===== config.mk =====
export PLATFORM = sky130hd
export DESIGN_NAME = arpb_ctrl
export DESIGN_NICKNAME = d
export VERILOG_FILES = /design/src/sv/arpb_pkg.sv /design/src/sv/arpb_ctrl.sv
export SDC_FILE = /design/constraint.sdc
export NUM_CORES = 1
export LEC_CHECK = 0
export BUFFER_PORTS_ARGS = -buffer_cell sky130_fd_sc_hd__buf_2
export CORE_MARGIN = 5
export CORE_UTILIZATION = 40
export CTS_BUF_LIST = sky130_fd_sc_hd__clkbuf_4
export DETAILED_ROUTE_END_ITERATION = 10
export GPL_TIMING_DRIVEN = 0
export PLACE_DENSITY = 0.55
export SYNTH_ARGS = -nofsm -noshare
export SYNTH_HDL_FRONTEND = slang
export SYNTH_SLANG_ARGS = --single-unit

===== constraint.sdc =====
create_clock -name clk -period 2.82 [get_ports clk]
set_input_delay 0.423 -clock clk [delete_from_list [all_inputs] [get_ports clk]]
set_output_delay 0.423 -clock clk [all_outputs]
set_load 0.01 [all_outputs]

===== src/sv/arpb_pkg.sv =====
// Shared types and constants of the audio record and playback buffer.
package arpb_pkg;

	localparam int MEM_DEPTH = 65536;
	localparam int ADDR_W    = $clog2(MEM_DEPTH);
	localparam int PTR_W     = ADDR_W + 1;
	localparam int SAMPLE_W  = 16;
	localparam int LEN_W     = 17;
	localparam int OP_W      = 3;

	typedef enum logic [1:0] {
		MODE_IDLE = 2'd0,
		MODE_REC  = 2'd1,
		MODE_PLAY = 2'd2
	} mode_t;

	typedef enum logic [OP_W-1:0] {
		OP_REC_TOGGLE  = 3'd0,
		OP_PLAY_TOGGLE = 3'd1,
		OP_REWIND      = 3'd2,
		OP_SAMPLE_IN   = 3'd3,
		OP_SAMPLE_REQ  = 3'd4
	} op_t;

	typedef struct packed {
		logic              en;
		logic              we;
		logic [ADDR_W-1:0] addr;
	} mem_cmd_t;

	typedef struct packed {
		logic             sample_valid;
		mode_t            mode;
		logic [LEN_W-1:0] length;
	} res_info_t;

endpackage


===== src/sv/arpb_ctrl.sv =====
// Mode, pointer and length registers with the per-request update logic.
module arpb_ctrl import arpb_pkg::*; (
	input  logic            clk,
	input  logic            arst_n,
	input  logic            accept,
	input  logic [OP_W-1:0] operation,
	output mem_cmd_t        mem_cmd,
	output res_info_t       res
);

	mode_t            mode_q, mode_d;
	logic [PTR_W-1:0] rec_ptr_q, rec_ptr_d;
	logic [PTR_W-1:0] play_ptr_q, play_ptr_d;
	logic [PTR_W-1:0] size_q, size_d;
	logic             rec_room;
	logic             play_more;

	assign rec_room  = rec_ptr_q < PTR_W'(MEM_DEPTH);
	assign play_more = (play_ptr_q < size_q) && (play_ptr_q < PTR_W'(MEM_DEPTH));

	always_comb begin
		mode_d       = mode_q;
		rec_ptr_d    = rec_ptr_q;
		play_ptr_d   = play_ptr_q;
		size_d       = size_q;
		mem_cmd.en   = 1'b0;
		mem_cmd.we   = 1'b0;
		mem_cmd.addr = play_ptr_q[ADDR_W-1:0];
		res.sample_valid = 1'b0;
		if (accept) begin
			case (operation)
				OP_REC_TOGGLE: begin
					if (mode_q == MODE_REC) begin
						mode_d = MODE_IDLE;
						size_d = rec_ptr_q;
					end else begin
						mode_d    = MODE_REC;
						rec_ptr_d = '0;
					end
					play_ptr_d = '0;
				end
				OP_PLAY_TOGGLE: begin
					mode_d = (mode_q == MODE_PLAY) ? MODE_IDLE : MODE_PLAY;
				end
				OP_REWIND: begin
					play_ptr_d = '0;
				end
				OP_SAMPLE_IN: begin
					if (mode_q == MODE_REC) begin
						if (rec_room) begin
							mem_cmd.en   = 1'b1;
							mem_cmd.we   = 1'b1;
							mem_cmd.addr = rec_ptr_q[ADDR_W-1:0];
							rec_ptr_d    = rec_ptr_q + PTR_W'(1);
							size_d       = rec_ptr_q + PTR_W'(1);
						end else begin
							size_d = PTR_W'(MEM_DEPTH);
							mode_d = MODE_IDLE;
						end
					end
				end
				OP_SAMPLE_REQ: begin
					if (mode_q == MODE_PLAY) begin
						if (play_more) begin
							mem_cmd.en       = 1'b1;
							res.sample_valid = 1'b1;
							play_ptr_d       = play_ptr_q + PTR_W'(1);
						end else begin
							mode_d     = MODE_IDLE;
							play_ptr_d = '0;
						end
					end
				end
				default: begin
				end
			endcase
		end
		res.mode   = mode_d;
		res.length = LEN_W'(size_d);
	end

	always_ff @(posedge clk or negedge arst_n) begin
		if (!arst_n) begin
			mode_q     <= MODE_IDLE;
			rec_ptr_q  <= '0;
			play_ptr_q <= '0;
			size_q     <= '0;
		end else begin
			mode_q     <= mode_d;
			rec_ptr_q  <= rec_ptr_d;
			play_ptr_q <= play_ptr_d;
			size_q     <= size_d;
		end
	end

endmodule


# After elaboration in Yosys (flattened, before gate mapping)
# Cells that the tools add are included.
[totals]
reg_bits = 53
in_bits = 6
output_inout_bits = 38
elab_cells = 55
[op_classes]
n_addsub = 2
order_cmp = 3
n_eq_ne = 10
mux = 29
n_reduce_logical = 7
[ops]
columns = ["operator", "count"]
rows = [
  ["$mux 17", 10],
  ["$pmux 17 s2", 3],
  ["$mux 18", 3],
  ["$add 17x1->17 const B", 2],
  ["$lt 17x17->1 const B", 2],
  ["$lt 17x17->1", 1],
  ["$mux 2", 6],
  ["$ne 2x2->1 const B", 4],
  ["$pmux 2 s4", 1],
  ["$eq 3x2->1 const B", 2],
  ["$mux 1", 5],
  ["$reduce_and 5->1", 1],
  ["$reduce_bool 2->1", 2],
  ["$eq 3x1->1 const B", 1],
  ["$eq 3x3->1 const B", 1],
  ["$logic_not 3->1", 1],
  ["$reduce_and 3->1", 1],
  ["$eq 2x1->1 const B", 1],
  ["$eq 2x2->1 const B", 1],
  ["$pmux 1 s2", 1],
  ["$reduce_or 2->1", 1],
  ["$logic_and 1x1->1", 1],
]

# Longest topological paths before layout
[logic_depth]
word_depth = 6
mapped_depth = 11
mapped_depth_nobuf = 11

# Least setup slack after synthesis
# Ideal clock, no wire load.
[synth_timing]
path_type = "register -> output"
startpoint = "register rec_ptr_q[0]"
endpoint = "output port res[16] (netlist bit)"
t_arrival_ps = 2145
t_required_ps = 2397
slack_ps = 252
path_stages_with_launch = 12
path_buffers = 0
path_cell_list = "dfrtp_1 > ha_1 > nand2_1 > nor4_2 > and3_1 > nand3_1 > ha_1 > nand2_1 > nand3_1 > a21oi_1 > o21ai_0 > nand2_1"
[synth_lines]
columns = ["item", "line_no", "source"]
rows = [
  ["start: declaration", "arpb_ctrl.sv:12", "logic [PTR_W-1:0] rec_ptr_q, rec_ptr_d;"],
  ["start signal: assignment", "arpb_ctrl.sv:90", "rec_ptr_q <= rec_ptr_d;"],
  ["end: declaration", "arpb_ctrl.sv:8", "output res_info_t res"],
]

==> impl_results.md <==
* Status: finished with violations
* Failing checks: setup timing
* Final Max Slew Viols at 0
* Crit path depth at 12
* Port Buffer Count at 43
* Starting density of the core at 41.05%
* Crit path cell chain: buf_6 > nand3_4 > nor4_4 > and3_4 > nand3_2 > ha_2 > nand2_1 > nand3_1 > a21oi_2 > o21ai_1 > nand2_1 > buf_6
* WP buf/inv at 2
* Synth Area in Adders at 6.609%
* Layout cells sized above 1 at 32.47%
* Most numerous cell in the Yosys netlist: nand2_1
* Multi-input gate area at 2364 um2
* Area leader, netlist: dfrtp_1
* CTS tree: built
* Via-to-Cell Ratio at 5.734
* Vias in the first global route at 3478
* Ys Warns at 0
* Top Family by Delay on Critical Path: simple AND/OR/NAND/NOR gates
* Mux share of post-synthesis cell area at 0%
* Die footprint at 10990 um2
* Worst Path Arrival at 2410 ps
* CTS H-tree depth at 2
* Worst clock skew at 12.60 ps
* Worst slew margin at 50.28%
* Clk Latency, worst-skew pair at 390 ps
* Worst-path clk slew at 170 ps
* Top-Level Pins at 44
* Fin area at 4676 um2
* Hold_buf cts at 0
* Residual DRC at 0
* Largest net degree at the start of global routing at 54
* Critical Path Fanout Max at 5
* First-pass GRT wire length at 19.03 mm
* Drt first pass iters at 5
* Final Util at 53.36%
* Filler cells at 853
* Clock sinks at 53
* Synthesized Nets at 480
* Post-synthesis xor/xnor area fraction at 2.922%
* Hold Path Class: in -> async
* Synth Flop Type: dfrtp_1
* Area grow syn2layout at 29.98%
* Largest family of logic cells by synthesized area: simple AND/OR/NAND/NOR gates
* Antenna violations before repair at 0
* Diodes inserted at 0
* Clk buf depth at 2
* CTS Buf Count at 5
* Sequential area share after synthesis at 36.87%
* Tmin final at 2834 ps
* Clock root buffer: clkbuf_4
* Die Y at 104.8 um
* Leak Pwr at 2.158 nW
* Post-Synth Simple-Gate Area at 26.99%
* Crit share post-route at 100.5%
* Setup Viol. Count Final at 1
* Post-Synthesis Cell Area at 3597 um2
* Number of register bits inferred by synthesis at 53
* Count of flip-flops with a built-in enable after synthesis at 0
* Reg area at 1346 um2
* Detail Route Antenna Nets at 0
* Nets at 566
* Gr usage total at 21.35%
* Ys async rst share at 100.0%
* Placed instance area at 3948 um2
* Worst Setup End Kind: output pin
* Peak Freq at 352.9 MHz
* Crit-path max cell delay at 380 ps
* Crit Path Class: reg -> out
* Synth Area per Inst at 7.906 um2
* Core outline area at 8763 um2
* Power Dens Cells at 388.0 nW/um2
* Max-Cap Viols at 0
* Cell count after synthesis at 455
* Post-synth top area share at 36.87%
* Post-detail-place hpwl at 8.397 mm
* Grt ovf at 0
* Detailed Route Iter0 Violations at 159
* Wire per inst at 18.52 um
* Worst-margin pin slew at 740.1 ps
* Synth Area in Compound Gates at 21.04%
* Final hold vios at 0
* Slowest CP cell: dfrtp_1
* R2R depth at 9
* Most frequent cells after synthesis: nand2_1 (85), dfrtp_1 (53), o21ai_0 (48)
* Count of different cell masters after synthesis at 55
* Via count at 3727
* Final worst slack at -13.70 ps
* VDD IR-drop max at 0.0001909 V
* Width of the chip at 104.8 um
* RSZ-0062 raised after global routing: true
* Synth area leaders: dfrtp_1 (37%), nand2_1 (8.9%), o21ai_0 (6.7%)
* CP required at 2400 ps
* Total Wirelength at 12.04 mm
* Worst setup SP type: register
* Final RePlAce weighted congestion at 0.8459
* Site Rows at 34
==> metal layers <==
layer  track usage, %  vias to the layer above  wire [um]
li1                 -                     1782          -
met1            29.90                     1841       5525
met2            35.57                       90       5892
met3            2.713                       14        473
met4            4.292                        0        147
met5                0                        -          0
==> sequential cells by signal, summed over array words and instances, names as in the netlist <==
signal and flops:
rec_ptr_q 17, mode_q 2, size_q 17, play_ptr_q 17
==> path summary, 6_finish.rpt <==
path | to | slack, ps | startpoint
max in group asynchronous | rec_ptr_q[0] | 2240 | arst_n
min in group clk | size_q[5] | 420 | accept
min reg2reg | size_q[0] | 540 | size_q[0]
min | play_ptr_q[9] | 60 | arst_n
max reg2reg | play_ptr_q[6] | 680 | play_ptr_q[16]
max | res[16] | -10 | rec_ptr_q[9]
==> where the power goes <==
| group | internal, mW | switching, mW | leakage (nW) |
|---|---|---|---|
| clock | 0.195 | 0.266 | 0.0433 |
| sequential | 0.800 | 0.0287 | 0.707 |
| combinational | 0.203 | 0.322 | 1.41 |
| total | 1.20 | 0.616 | 2.16 |
==> placed cells by master, fill, tap and decap left out, types with 11 or more instances in the layout <==
cell type / instances
a21oi_1: 27
nand3_1: 16
dfrtp_2: 16
clkbuf_4: 12
nor2_1: 30
o21ai_0: 42
nand2_1: 83
dfrtp_1: 37
buf_4: 40
ha_1: 11
inv_1: 25
buf_2: 44
==> final cells by class <==
type,instances,share of cell area [%]
Multi-Input combinational cell,353,50.55
Sequential cell,53,28.79
Timing Repair Buffer,81,10.89
Buffer,20,2.970
Tap cell,108,2.890
Inverter,27,2.221
Clock buffer,6,0.9633
Clock inverter,2,0.7225
==> cells by family after synthesis <==
kind of cell | after synthesis
buffers and inverters | 49
adders and majority gates | 19
DFF | 53
AOI/OAI and AO/OA | 124
and+or+nand+nor | 198
xor gates and xnor gates | 12
==> timing repair <==
item | 4_1_cts | 5_1_grt
setup buffers | 11 | 27
pin swaps | 4 | 16
gates resized for setup | 46 | 56
setup endpoints to repair | 37 | 34
==> metrics by stage <==
step	setup slack, ps	std cells	hold slack, ps	setup TNS [ps]	power, mW
2_1_floorplan	252.2	455	127.4	0	1.090
3_3_place_gp	-363.7	606	505.0	-748.0	1.243
3_5_place_dp	-367.8	606	513.8	-589.2	1.244
4_1_cts	-72.31	624	325.3	-100.1	1.771
5_1_grt	-190.4	650	102.3	-508.5	1.906
6_report	-13.70	650	59.96	-13.70	1.814
No activity file was read; power rests on OpenSTA's default activity.
